File: src/iolh_pkg.sv
// Shared types, constants and codes for the immediate log2 histogram.
package iolh_pkg;

   localparam int NUM_TYPES   = 10;
   localparam int NUM_BINS    = 65;
   localparam int COUNT_WIDTH = 48;
   localparam int NUM_CLASSES = 2;
   localparam int MEM_DEPTH   = NUM_CLASSES * NUM_TYPES * NUM_BINS;
   localparam int ADDR_W      = $clog2(MEM_DEPTH);
   localparam int OUT_COUNT_W = 48;
   localparam int TYPE_SHIFT  = 28;

   localparam logic CMD_ADD  = 1'b0;
   localparam logic CMD_READ = 1'b1;

   localparam logic [3:0] TYPE_NONE = 4'd0;
   localparam logic [3:0] TYPE_U10  = 4'd1;
   localparam logic [3:0] TYPE_U15  = 4'd2;
   localparam logic [3:0] TYPE_S16A = 4'd3;
   localparam logic [3:0] TYPE_U16A = 4'd4;
   localparam logic [3:0] TYPE_U16B = 4'd5;
   localparam logic [3:0] TYPE_S16B = 4'd6;
   localparam logic [3:0] TYPE_S16C = 4'd7;
   localparam logic [3:0] TYPE_BR16 = 4'd8;
   localparam logic [3:0] TYPE_BR26 = 4'd9;

   typedef struct packed {
      logic        cmd;
      logic [31:0] offset_word;
      logic        histo_select;
      logic [15:0] increment;
      logic [3:0]  read_type;
      logic [6:0]  read_bin;
   } iolh_req_type;

   typedef struct packed {
      logic [6:0]             bin_index;
      logic [3:0]             type_code;
      logic [OUT_COUNT_W-1:0] count_value;
      logic                   no_immediate;
      logic                   bad_type;
   } iolh_rsp_type;

   typedef struct packed {
      logic [ADDR_W-1:0] addr;
      logic [6:0]        bin_index;
      logic [3:0]        type_code;
      logic              no_immediate;
      logic              bad_type;
      logic              add_ok;
      logic              read_ok;
   } iolh_dec_type;

endpackage

File: src/iolh_decode.sv
// Immediate decode, log2 bucket encoder and counter address for one item.
module iolh_decode (
   input  iolh_pkg::iolh_req_type item,
   output iolh_pkg::iolh_dec_type dec
);
   import iolh_pkg::*;

   localparam logic [ADDR_W-1:0] CLASS_STRIDE = ADDR_W'(NUM_TYPES * NUM_BINS);
   localparam logic [ADDR_W-1:0] ROW_STRIDE   = ADDR_W'(NUM_BINS);

   function automatic logic [5:0] bit_len(input logic [31:0] x);
      logic [5:0] n;
      n = '0;
      for (int i = 0; i < 32; i++) begin
         if (x[i]) begin
            n = 6'(i + 1);
         end
      end
      return n;
   endfunction

   logic [3:0]  word_type;
   logic [31:0] value;
   logic [31:0] mag26;
   logic [6:0]  bucket;
   logic [3:0]  row_type;
   logic [6:0]  row_bin;
   logic        add_known;

   always_comb begin
      word_type = item.offset_word[TYPE_SHIFT +: 4];
      mag26     = item.offset_word & 32'h01FF_FFFC;
      case (word_type) inside
         TYPE_U10: value = item.offset_word & 32'h0000_03FF;
         TYPE_U15: value = item.offset_word & 32'h0000_7FFF;
         TYPE_S16A, TYPE_S16B, TYPE_S16C:
            value = {{16{item.offset_word[15]}}, item.offset_word[15:0]};
         TYPE_U16A, TYPE_U16B: value = item.offset_word & 32'h0000_FFFF;
         TYPE_BR16:
            value = {{16{item.offset_word[15]}}, item.offset_word[15:2], 2'b00};
         default: begin
            if (item.offset_word[25]) begin
               value = (mag26 == '0) ? 32'hFE00_0000 : 32'(32'd0 - mag26);
            end else begin
               value = mag26;
            end
         end
      endcase

      if (value[31]) begin
         bucket = 7'd64 - {1'b0, bit_len(~value)};
      end else begin
         bucket = {1'b0, bit_len(value)};
      end

      add_known = (word_type <= TYPE_BR26) &&
                  ({1'b0, word_type} < 5'(NUM_TYPES));

      dec = '0;
      if (item.cmd == CMD_ADD) begin
         dec.type_code    = word_type;
         dec.no_immediate = (word_type == TYPE_NONE);
         dec.bad_type     = (word_type != TYPE_NONE) && !add_known;
         dec.add_ok       = (word_type != TYPE_NONE) && add_known;
         dec.bin_index    = dec.add_ok ? bucket : '0;
         row_type         = word_type;
         row_bin          = bucket;
      end else begin
         dec.type_code = item.read_type;
         dec.bin_index = item.read_bin;
         dec.bad_type  = ({1'b0, item.read_type} >= 5'(NUM_TYPES));
         dec.read_ok   = !dec.bad_type && (item.read_bin < 7'(NUM_BINS));
         row_type      = item.read_type;
         row_bin       = item.read_bin;
      end

      dec.addr = (item.histo_select ? CLASS_STRIDE : '0)
               + ADDR_W'(row_type) * ROW_STRIDE
               + ADDR_W'(row_bin);
   end

endmodule

File: config.mk
export PLATFORM = sky130hd
export DESIGN_NAME = iolh_decode
export DESIGN_NICKNAME = d
export VERILOG_FILES = /design/src/iolh_pkg.sv /design/src/iolh_decode.sv
export SDC_FILE = /design/constraint.sdc
export NUM_CORES = 1
export LEC_CHECK = 0
export BUFFER_PORTS_ARGS = -buffer_cell sky130_fd_sc_hd__buf_4
export CAP_MARGIN = 20
export CORE_ASPECT_RATIO = 1.2
export CORE_MARGIN = 2
export CORE_UTILIZATION = 40
export DETAILED_ROUTE_END_ITERATION = 10
export GPL_TIMING_DRIVEN = 0
export SYNTH_ARGS = -nofsm -noshare
export SYNTH_HDL_FRONTEND = slang
export SYNTH_SLANG_ARGS = --single-unit
File: constraint.sdc
create_clock -name vclk -period 11.33
set_clock_uncertainty 0.1 [all_clocks]
set_input_delay 2.266 -clock vclk [all_inputs]
set_output_delay 2.266 -clock vclk [all_outputs]
set_load 0.02 [all_outputs]
Yosys cells after proc, flatten, opt, wreduce, memory -nomap -nowiden
Cells that the tools add are included.
{"block": "classes", "add_sub_neg": 4, "n_mul": 1, "order_cmp": 4, "eq_ne": 8, "n_mux": 81, "bitwise": 1, "n_reduce_logical": 11}
{"cell": "2-to-1 mux 6 bit", "n": 62}
{"cell": "2-to-1 mux 32 bit", "n": 7}
{"cell": "logical NOT 32 bit", "n": 1}
{"cell": "NOT 32 bit", "n": 1}
{"cell": "subtractor 1 x 25 -> 26 bit (first input constant)", "n": 1}
{"cell": "2-to-1 mux 7 bit", "n": 3}
{"cell": "equality test 4 x 3 -> 1 bit (second input constant)", "n": 4}
{"cell": "adder 10 x 11 -> 11 bit", "n": 1}
{"cell": "adder 11 x 7 -> 11 bit", "n": 1}
{"cell": "multiplier 4 x 7 -> 11 bit (second input constant)", "n": 1}
{"cell": "2-to-1 mux 11 bit", "n": 1}
{"cell": "2-to-1 mux 10 bit", "n": 1}
{"cell": "equality test 4 x 2 -> 1 bit (second input constant)", "n": 2}
{"cell": "less-than comparator 7 bit (second input constant)", "n": 1}
{"cell": "subtractor 7 x 6 -> 7 bit (first input constant)", "n": 1}
{"cell": "2-to-1 mux 1 bit", "n": 6}
{"cell": "equality test 4 x 1 -> 1 bit (second input constant)", "n": 1}
{"cell": "equality test 4 bit (second input constant)", "n": 1}
{"cell": "greater-or-equal comparator 4 bit (second input constant)", "n": 1}
{"cell": "less-or-equal comparator 4 bit (second input constant)", "n": 1}
{"cell": "logical AND 1 bit", "n": 4}
{"cell": "logical NOT 4 bit", "n": 1}
{"cell": "less-than comparator 4 bit (second input constant)", "n": 1}
{"cell": "2-to-1 mux 4 bit", "n": 1}
{"cell": "4 further kinds", "n": 5}
{"block": "word_totals", "ff_bits": 0, "inputBits": 61, "output_inout_bits": 26, "wordCells": 110}

Longest topological paths before layout
{"block": "logic_depth", "ltp_word": 46, "depth_mapped": 30, "ltp_nobuf": 29}

Least setup slack after synthesis
OpenSTA, ideal clock, no wires.
{"block": "synth_timing", "path_type": "input to output", "startpoint": "input item[56] in the netlist's numbering", "endpoint": "output dec[25] in the netlist's numbering", "arrival_ns": 7.873, "t_required_ns": 8.964, "setup_slack_ns": 1.091, "path_stages": 27, "n_path_buf": 1, "path_cell_list": "clkbuf_1 -> nor4_1 -> o21ai_0 -> or3_1 -> and2_1 -> o311ai_0 -> a21oi_1 -> o32a_2 -> o21ai_0 -> ha_1 -> xnor2_1 -> o21ai_0 -> mux2_2 -> ha_1 -> inv_1 -> fa_1 -> inv_1 -> ha_1 -> inv_1 -> fa_1 -> nor2b_1 -> o21ai_0 -> nand2b_1 -> and3_1 -> a21o_1 -> a21oi_1 -> xnor2_1"}
{"element": "from (decl)", "line_no": "iolh_decode.sv:3", "source": "input iolh_pkg::iolh_req_type item,"}
{"element": "to (decl)", "line_no": "iolh_decode.sv:4", "source": "output iolh_pkg::iolh_dec_type dec"}

==> flow_summary.yaml <==
status:
  status: "complete, no violations"
die:
  die_width_um: 80.5
  die_h_um: 95.8
  ios: 87
  core_area_um2: 6810
  rows: 33
  die_area_um2: 7720
  initial_core_util_pct: 41.3
worst_hold_path:
  min-delay-start: "item[6]"
  whs_path_depth: 4
  min_to: "dec[14]"
  hold_path_class: "in -> out"
timing:
  period_minus_slack_ps: 10900
  max_freq_mhz: 91.8
  hold_viol: 0
  worstMarginPinSlew_ps: 771
  finalWorstSetupSlack_ps: 432
  whs_ps: 4770
  setup_violations: 0
  relSlewSlack_pct: 48.4
  rsz0062_at_grt: "no"
  period_share_pct: 96.2
  slew_violations: 0
drt:
  drt_iter0_markers: 187
  detail-route-antenna-nets: 0
  wire_per_inst_um: 17.2
  drc: 0
  via_per_inst: 6.16
  routed_wl_um: 9630
  vias: 3450
  dr.pass1.iters: 4
logic_synthesis:
  synth_area_leaders: "ha_1 9.3%, o21ai_0 6.8%, a21oi_1 5.0%"
  synth_common_cells: "38 x o21ai_0, 35 x nand2_1, 33 x nor2_1"
  netlist_area_um2: 2810
  postSynthAreaPerCell_um2: 6.92
  syn_nets: 491
  synth_top_area_share_pct: 9.35
  synth_seq_area_share_pct: 0
  syn_inst: 406
  ys_types: 85
  synth_top_area_cell: "ha_1"
  yosysMostFrequentCell: "o21ai_0"
  ys_warn_count: 0
critical_path:
  startpoint_type: "primary input"
  crit_path_top_delay_cell: "fa_1"
  cp_data_arrival_time_ps: 8530
  cpLargestDelayFamily: "compound AO/OA/AOI/OAI gates"
  critical_path_required_ps: 8960
  cp_max_fo: 7
  path_common_cell: "inv_1"
  crit_path_end_kind: "output pin"
  crit_type: "in -> out"
  slowest_delay_ps: 530
  path_buf_inv: 8
placed_design:
  dp_hpwl_um: 7940
  dp_cells: 557
  globalplace.congestion: 0.920
  place_ws_ps: -212
  port_buffers: 64
power:
  p_per_area_nw_per_um2: 68.6
  p_leak_nw: 1.49
  ir_drop_mv: 0.0890
finish:
  seqCellArea_um2: 0
  num-nets-final: 560
  syn2layout_area_growth_pct: 24.2
  drive_above_1_share_pct: 24.3
  num_antenna_cells: 0
  clkbuf_count: 0
  fin_cells: 560
  nFillCells: 723
  seq_cell_count: 0
  postLayoutCoreUtil_pct: 51.3
global_routing:
  grtUsageTotal_pct: 24.4
  grt_max_degree: 11
  grt_antenna_before_repair: 0
  grt_pass1_wl_um: 15300
  grt_pass1_vias: 3187
  overflow: 0
job:
  maxCapViolCount: 0
[placed cells by master (no fill, tap or decap), types with 6 or more instances in the layout]
master and count:
a211oi_1 8, a21o_1 7, a21oi_1 27, and2_1 7, buf_4 68, ha_1 20
inv_1 17, mux2_2 6, mux2i_1 7, nand2_1 35, nand3_1 6, nor2_1 33
nor3_1 13, nor4_1 8, o21ai_0 37, or3_1 8, xnor2_1 15, xor2_1 8
[worst max-delay path by stage]
stage	startpoint	to	slack (ps)	cells after the start
floorplan	item[56]	dec[25]	1090	27
global placement	item[56]	dec[25]	-220	29
detailed placement	item[56]	dec[25]	-210	30
CTS	item[56]	dec[25]	120	30
global route	item[31]	dec[25]	30	31
finish	item[31]	dec[25]	430	32
[routing by layer]
layer / vias up / track usage, % / share of wire (%)
met3: 14 / 1.22 / 5.4
met2: 126 / 44.3 / 49
met5: - / 0 / 0
met1: 1607 / 31.9 / 44
li1: 1703 / - / -
met4: 0 / 4.80 / 2.2
[power breakdown]
part	total [mW]	switching, mW	internal (mW)
clock network	0	0	0
logic	0.240	0.137	0.102
registers	0	0	0
[cell families (layout without fill, tap and decap cells)]
logic type | count (synthesis) | count (layout) | share of synthesized area [%]
and+or+nand+nor | 155 | 155 | 30.7
AOI/OAI and AO/OA | 152 | 152 | 37.3
buffers and inverters | 38 | 105 | 8.19
adders and majority gates | 24 | 24 | 11.5
xor gates and xnor gates | 24 | 24 | 7.48
muxes | 13 | 13 | 4.90
[area by class of cell]
type               count  area [µm²]  area share [%]
inverters             18        67.6            1.93
well taps             87         109            3.12
repair buffers        67         503            14.4
multi-input cells    368        2650            75.9
plain buffers         20         163            4.66
[what timing repair did]
item	in CTS	in global routing
endpoints found under the setup margin	2	3
pin swaps	0	2
buffers inserted	0	3
hold buffers	0	0
gates resized for setup	1	14
[metrics by stage]
| stage | instance area (µm²) | setup TNS [ps] | power [mW] |
|---|---|---|---|
| CTS | 3410 | 0 | 0.236 |
| floorplan | 2810 | 0 | 0.155 |
| global route | 3490 | 0 | 0.265 |
| detailed placement | 3400 | -212 | 0.234 |
| finish | 3490 | 0 | 0.240 |
| global placement | 3400 | -220 | 0.233 |
Note: power is estimated with default switching activity, not from simulation.
