## src/iolh_ram.sv

```systemverilog
// Generic single-write, single-read RAM with registered read data.
module iolh_ram #(
   parameter int WIDTH = 8,
   parameter int DEPTH = 16
) (
   input  logic                     clock,
   input  logic                     wr_en,
   input  logic [$clog2(DEPTH)-1:0] wr_addr,
   input  logic [WIDTH-1:0]         wr_data,
   input  logic [$clog2(DEPTH)-1:0] rd_addr,
   output logic [WIDTH-1:0]         rd_data
);

   logic [WIDTH-1:0] mem [DEPTH];
   logic [WIDTH-1:0] rd_data_ff;

   always_ff @(posedge clock) begin
      if (wr_en) begin
         mem[wr_addr] <= wr_data;
      end
      rd_data_ff <= mem[rd_addr];
   end

   assign rd_data = rd_data_ff;

endmodule

```

## config.mk

```make
export PLATFORM = sky130hd
export DESIGN_NAME = iolh_ram
export DESIGN_NICKNAME = d
export VERILOG_FILES = /design/src/iolh_ram.sv
export SDC_FILE = /design/constraint.sdc
export NUM_CORES = 1
export LEC_CHECK = 0
export BUFFER_PORTS_ARGS = -buffer_cell sky130_fd_sc_hd__buf_2
export CAP_MARGIN = 0
export CORE_MARGIN = 1
export CORE_UTILIZATION = 50
export CTS_CLUSTER_SIZE = 12
export DETAILED_ROUTE_END_ITERATION = 16
export PLACE_DENSITY = 0.67
export SETUP_SLACK_MARGIN = 0.02
export SYNTH_ARGS = -nofsm -noshare
export SYNTH_HDL_FRONTEND = slang
export SYNTH_SLANG_ARGS = --single-unit
```

## constraint.sdc

```tcl
create_clock -name clock -period 4.7 [get_ports clock]
set_input_delay 0.47 -clock clock [delete_from_list [all_inputs] [get_ports clock]]
set_output_delay 0.47 -clock clock [all_outputs]
set_load 0.02 [all_outputs]
```

## Yosys cells after proc, flatten, opt, wreduce, memory -nomap -nowiden

Memories as Yosys holds them, arrays and structs flattened. A register that Yosys moved wholly into a read port is not among the register bits.
Index checks and enable logic that the tools add are counted.

- Bits in registers: 0
- RAM bits: 128
- Word-level logic and storage cells: 3
- Memories: 1

Memories:

| memory | words | width | rd ports | clocked after Yosys merged registers in | wr ports | RTL line | text |
|---|---|---|---|---|---|---|---|
| mem | 16 | 8 | 1 | 1 | 1 | 14 | `logic [WIDTH-1:0] mem [DEPTH];` |

- Multiplexer cells: 2

Operators by type and width:

| kind | number |
|---|---|
| 2-to-1 mux 1 bit | 2 |

## Depth between registers and ports, before layout

Gate-level depths: netlist (run 1).

- Depth in word-level cells: 2
- Depth in mapped cells: 5
- Mapped depth without buffers: 3

## Worst setup path before layout (run 1)

Ideal clock, no wire load.

- Kind: input -> register
- From: input wr_addr[2]
- To: memory mem[0][0] (enable)
- Arrival: 1580 ps
- Data required time: 4317 ps
- Path slack: 2737 ps
- Stages on the path: 2
- Cells stage by stage: or3b_2 > nor3_1

RTL lines:

| item | RTL line | text |
|---|---|---|
| from (decl) | 8 | `input logic [$clog2(DEPTH)-1:0] wr_addr,` |
| to (decl) | 14 |  |

Straight into the memory's write port.

## Worst setup path in the final report (run 1)

- From: input wr_addr[2]
- To: memory mem[0][7] (enable)

Straight into the memory's write port.

==> flow_summary_export.csv, run 1 <==
group,metric,value,unit
status,status,"finished clean",
clock_tree,hold_buffers,0,
sta,maxSlewViolCount,0,
drt,drc,0,
sta,hold_viol,0,
drt,route.met3.wl,622,um
die,initial_core_util,52.18,%
placed_design,post-dp-hpwl,5716,um
pwr,powerDensity,482.9,nW/um2
placed_design,placed_cell_area,5380,um2
sta,setup_viol,0,
synthesis,ys_ff_latch,136,
drt,wl_met1,4028,um
final_layout,areaGrowthSynthToFinish,17.04,%
pwr,finalPower,0.002910,W
final_layout,design_area,6025,um2
sta,skew,0.008782,ns
sta,relSlewSlack,29.81,%
clock_tree,post-cts-setup-buffer-count,0,
worst_setup_path,path_cells,"buf_2 > or3b_2 > nor3_1",
flow_run,maxCapViolCount,0,
final_layout,multi_input_area,1062,um2
clock_tree,cts_tree,"built",
worst_setup_path,cp_max_fo,8,
synthesis,ys_seq_area_share,77.78,%
synthesis,yosysUniqueCellTypes,19,
placed_design,portBuffers,25,
pwr,p_int,0.002347,W
worst_setup_path,slowest_delay,0.82,ns
pwr,switching_share,19.33,%
worst_setup_path,crit_path_start_kind,"input pin",
pwr,p_leak,2.014,nW
worst_setup_path,critPathBufInv,1,
clock_tree,clock_sinks,136,
clock_tree,cts-root-buf,"clkbuf_8",
drt,drt-initial-drc-count,107,
drt,wl_met2,4580,um
grt,grt_util_all_layers,19.72,%
final_layout,diodes,0,
drt,dr.pass1.iters,4,
grt,antenna_found_initial,0,
synthesis,syn_area,5147,um2
drt,vias_per_cell,5.653,
sta,fin_ws,2.916,ns
drt,drt-total-wl,9309,um
worst_setup_path,endpoint_kind,"register",
grt,grt-ovfl-total,0,
die,rows,36,
synthesis,synth_warnings,0,
final_layout,drive_gt1_share,28.32,%
sta,post-route-min-period,1.784,ns
pwr,netSwitchingPower,0.0005625,W
pwr,comb_power_share,4.3,%
drt,num_vias,2329,
drt,final_antenna_net_count,0,
die,die_w,103.5,um
final_layout,fin_nets,284,
placed_design,pre_cts_ws,2.389,ns
clock_tree,htree_levels,4,
final_layout,n_fill_cell,676,
worst_setup_path,critPathKind,"in -> reg",
die,core-area,9864,um2
final_layout,ff_latch_area,4004,um2
worst_setup_path,cp.required,4.83,ns
sta,rsz0062_at_grt,"false",
sta,tns,0,ns
grt,grt_pass1_wl,13650,um
pwr,power_frac_seq,46.9,%
clock_tree,ctsLongestPathBuffers,2,
worst_setup_path,slowest_stage,"nor3_1",
clock_tree,insertion_delay,0.51,ns
sta,clock.fmax,0.5607,GHz
clock_tree,ctsResizeCount,0,
worst_setup_path,cp_top_family,"simple AND/OR/NAND/NOR gates",
worst_hold_path,min_path_type,"in -> reg",
synthesis,syn_avg_cell_area,22.48,um2
sta,fin_crit_sh,37.95,%
placed_design,gp_congestion,0.7340,
die,pin_count,26,
worst_setup_path,arrival,1.91,ns
die,die_area,10710,um2
drt,highest_layer,"met4",
grt,grt_max_degree,33,
pwr,ir_worst_vdd,0.2643,mV
synthesis,synthesis.instances,229,
sta,tightest_slew,1.045,ns
synthesis,syn_nets,247,
grt,grt_pass1_vias,2296,
drt,wl_per_cell,22.59,um
die,die_h,103.5,um
clock_tree,cts_buffers,17,
pwr,p_clk_share,48.8,%
clock_tree,cts.clk_slew.worst_paths,0.06,ns
## path summary, 6_finish.rpt
kind,startpoint,cells after the start,slack (ns),end
setup / recovery,wr_addr[2],3,2.92,mem[0][7]$_DFFE_PP_
setup reg to reg,mem[1][3]$_DFFE_PP_,3,3.27,rd_data[3]$_DFF_P_
hold reg to reg,mem[15][0]$_DFFE_PP_,3,0.68,rd_data[0]$_DFF_P_
hold / removal,wr_data[4],1,0.34,mem[8][4]$_DFFE_PP_
## cell usage after synthesis
| cell | number | area (um2) |
|---|---|---|
| edfxtp_1 | 128 | 3844 |
| dfxtp_1 | 8 | 160.2 |
| buf_6 | 3 | 33.78 |
| a22oi_1 | 16 | 120.1 |
| and2b_1 | 1 | 7.510 |
| mux4_2 | 18 | 405.4 |
| or3b_2 | 1 | 8.760 |
| buf_2 | 3 | 15.01 |
| nand2_1 | 9 | 33.78 |
| and2_1 | 1 | 6.260 |
| buf_4 | 1 | 7.510 |
| mux4_1 | 14 | 367.9 |
| nor2b_1 | 1 | 6.260 |
| nand3_1 | 1 | 5.000 |
| nand2b_1 | 2 | 12.51 |
| clkdlybuf4s25_2 | 3 | 30.03 |
| nor2_1 | 13 | 48.80 |
| nand3b_1 | 2 | 15.01 |
| nor3_1 | 4 | 20.02 |
## placed cells by master (no fill, tap or decap)
master	n
dfxtp_1	8
clkinvlp_4	4
buf_4	3
clkinv_4	1
nor2b_1	1
a22oi_1	16
mux4_2	18
edfxtp_1	128
and2b_1	1
clkinv_2	2
clkbuf_1	1
nand2b_1	2
and2_1	1
clkbuf_8	3
nand2_1	9
or3b_2	1
bufinv_16	5
nand3_1	1
nor3_2	1
nor2_1	13
nand3b_1	2
nor3_1	3
clkbuf_16	16
buf_2	25
mux4_1	14
## cell type report
cell class / instances / area share [%]
Tap cell: 133 / 2.762
Clock inverter: 12 / 3.302
Timing Repair Buffer: 28 / 2.451
Sequential cell: 136 / 66.46
Clock buffer: 20 / 7.394
Multi-Input combinational cell: 83 / 17.63
## flip-flops by register name, summed over array words and instances (netlist names)
signal   flops
mem        128
rd_data      8
## per-layer routing
layer,global-route usage [%],vias to the layer above
met5,0,-
met2,28.88,85
met1,28.07,1188
li1,-,1052
met3,4.906,4
met4,9.534,0
## per-stage QoR
stage | utilization [%] | instances | hold WS, ns
2_1_floorplan | - | 229 | 0.5689
3_3_place_gp | 54.54 | 380 | 0.6556
3_5_place_dp | 54.54 | 380 | 0.6704
4_1_cts | 61.07 | 412 | 0.3205
5_1_grt | 61.07 | 412 | 0.3350
6_report | 61.07 | 412 | 0.3389
## power groups by stage
stage | logic, W | clock network [W] | registers, W
2_1_floorplan | 0.0000688 | 0 | 0.00140
3_5_place_dp | 0.000127 | 0 | 0.00139
4_1_cts | 0.000128 | 0.00143 | 0.00137
3_3_place_gp | 0.000126 | 0 | 0.00139
6_report | 0.000126 | 0.00142 | 0.00136
5_1_grt | 0.000137 | 0.00148 | 0.00137
## worst reg2reg max path: stages, from the launching register on
cell and delay (ns):
edfxtp_1 0.36, mux4_1 0.51, a22oi_1 0.36, nand2_1 0.09
## cell families (layout without fill, tap and decap cells)
logic type / count (synthesis) / after routing / synth area share (%)
buf+inv: 10 / 60 / 1.677
simple gates: 35 / 35 / 3.184
flops: 136 / 136 / 77.78
compound gates: 16 / 16 / 2.334
mux: 32 / 32 / 15.02
Note: power is estimated with default switching activity, not from simulation.
==> inputs of run 2 (changes only) <==
- PLACE_DENSITY: 0.67 -> 0.7
- clock period: 4.7 -> 1.45 ns (I/O delays scaled with it)
==> flow_summary_export.csv, run 2 (synthesis gave the netlist of run 1 again) <==
group,metric,value,unit
status,status,"finished clean",
grt,grt_pass1_vias,2368,
die,die_w,103.5,um
grt,grt_pass1_wl,13400,um
clock_tree,cts-root-buf,"clkbuf_8",
flow_run,maxCapViolCount,0,
sta,post-route-min-period,1.350,ns
worst_setup_path,worstReg2RegEnd,"rd_data[1]$_DFF_P_",
worst_setup_path,cp_max_fo,1,
sta,fin_ws,0.09961,ns
final_layout,areaGrowthSynthToFinish,18.33,%
clock_tree,cts.clk_slew.worst_paths,0.06,ns
worst_setup_path,cp.required,1.84,ns
final_layout,diodes,0,
final_layout,largest_reg_flops,128,
grt,grt_util_all_layers,18.66,%
die,initial_core_util,52.18,%
placed_design,portBuffers,25,
clock_tree,hold_buffers,0,
drt,wl_per_cell,20.82,um
die,core-area,9864,um2
sta,rsz0062_at_grt,"false",
worst_setup_path,crit_end,"rd_data[1]$_DFF_P_",
grt,grt_max_degree,33,
worst_hold_path,hold_depth,1,
clock_tree,cts_buffers,17,
worst_setup_path,reg2reg_from,"mem[5][1]$_DFFE_PP_",
worst_setup_path,slowest_delay,0.54,ns
sta,maxSlewViolCount,0,
clock_tree,cts_tree,"built",
clock_tree,ctsLongestPathBuffers,2,
sta,whs,0.02060,ns
placed_design,post-dp-hpwl,5731,um
clock_tree,post-cts-setup-buffer-count,0,
pwr,ir_worst_vdd,0.7891,mV
clock_tree,clock_sinks,136,
final_layout,drive_gt1_share,31.53,%
grt,grt-ovfl-total,0,
worst_setup_path,critPathBufInv,0,
sta,clock.fmax,0.7405,GHz
drt,vias_per_cell,5.619,
sta,setup_viol,0,
worst_setup_path,arrival,1.74,ns
drt,final_antenna_net_count,0,
worst_setup_path,crit_cells,3,
pwr,p_leak,2.067,nW
die,die_h,103.5,um
final_layout,n_fill_cell,656,
die,rows,36,
worst_setup_path,endpoint_kind,"register",
worst_setup_path,slowest_stage,"mux4_1",
sta,hold_viol,0,
final_layout,largest_register,"mem",
clock_tree,insertion_delay,0.51,ns
sta,relSlewSlack,56.27,%
pwr,finalPower,0.008797,W
drt,drt-total-wl,8913,um
pwr,powerDensity,1444,nW/um2
placed_design,pre_cts_ws,-0.1021,ns
worst_setup_path,critPathKind,"reg -> reg",
drt,num_vias,2405,
worst_setup_path,r2r_cells,3,
drt,drc,0,
sta,skew,0.009046,ns
final_layout,layout_common_cells,"128 x edfxtp_1, 25 x buf_2, 19 x mux4_2",
die,die_area,10710,um2
sta,tightest_slew,0.6546,ns
final_layout,final_common_cell,"edfxtp_1",
worst_setup_path,path_cells,"mux4_1 > a22oi_1 > nand2_1",
die,pin_count,26,
clock_tree,htree_levels,4,
worst_setup_path,rrSetupSlack,0.1,ns
grt,antenna_found_initial,0,
sta,tns,0,ns
drt,drt-initial-drc-count,108,
sta,fin_crit_sh,93.13,%
drt,dr.pass1.iters,4,
worst_setup_path,cp_top_family,"multiplexers",
final_layout,fin_nets,300,
worst_setup_path,startpoint,"mem[5][1]$_DFFE_PP_",
worst_hold_path,min_path_type,"in -> reg",
placed_design,gp_congestion,0.7138,
worst_setup_path,crit_path_start_kind,"register",
==> run 2: cell types whose count changed in the layout (fill, tap and decap cells not counted), sizes merged <==
cell	delta
clkinv	+4
buf	+16
clkinvlp	-1
inv	+1
bufinv	-3
clkbuf	-1
==> run 2: worst min path at each step <==
stage,startpoint,to,slack [ns]
after global placement,wr_data[5],mem[1][5]$_DFFE_PP_,0.53
after detailed placement,wr_data[4],mem[7][4]$_DFFE_PP_,0.55
after floorplan,wr_data[0],mem[0][0]$_DFFE_PP_,0.24
after CTS,wr_data[5],mem[2][5]$_DFFE_PP_,0.003
after global routing,wr_data[5],mem[6][5]$_DFFE_PP_,0.01
final,wr_data[5],mem[2][5]$_DFFE_PP_,0.02
==> run 2: layer usage <==
layer,wire (um),global-route usage (%)
met1,3889,24.87
met2,4526,29.65
met3,400,5.108
met4,96,7.259
met5,0,0
==> run 2: power breakdown <==
part	switching [W]	internal (W)
clock network	0.00152	0.00243
logic	0.000249	0.000182
registers	0.0000240	0.00440
==> run 2: cell type report <==
cell class	instances	area, um2	share of cell area (%)
Timing Repair Buffer	44	305.3	5.012
Multi-Input combinational cell	83	1064	17.46
Clock buffer	19	421.7	6.923
Clock inverter	13	130.1	2.136
Tap cell	133	166.4	2.732
Sequential cell	136	4004	65.74
==> run 2: stage by stage <==
stage | instance area [um2] | util (%) | cells
floorplan | 5152 | - | 229
finish | 6091 | 61.75 | 428
global route | 6091 | 61.75 | 428
CTS | 6090 | 61.73 | 428
detailed placement | 5538 | 56.14 | 396
global placement | 5538 | 56.14 | 396
==> run 2: worst reg2reg max path: cells and delay by family, from the launching register on <==
family | cells | cell delay (ns)
AO/OA/AOI/OAI | 1 | 0.24
multiplexers | 1 | 0.54
AND/OR/NAND/NOR | 1 | 0.09
flip-flops | 1 | 0.35
==> run 2: timing repair <==
| item | CTS | global route |
|---|---|---|
| hold endpoints to repair | 0 | 0 |
| setup endpoints to repair | 0 | 1 |
| resized for setup | 0 | 2 |
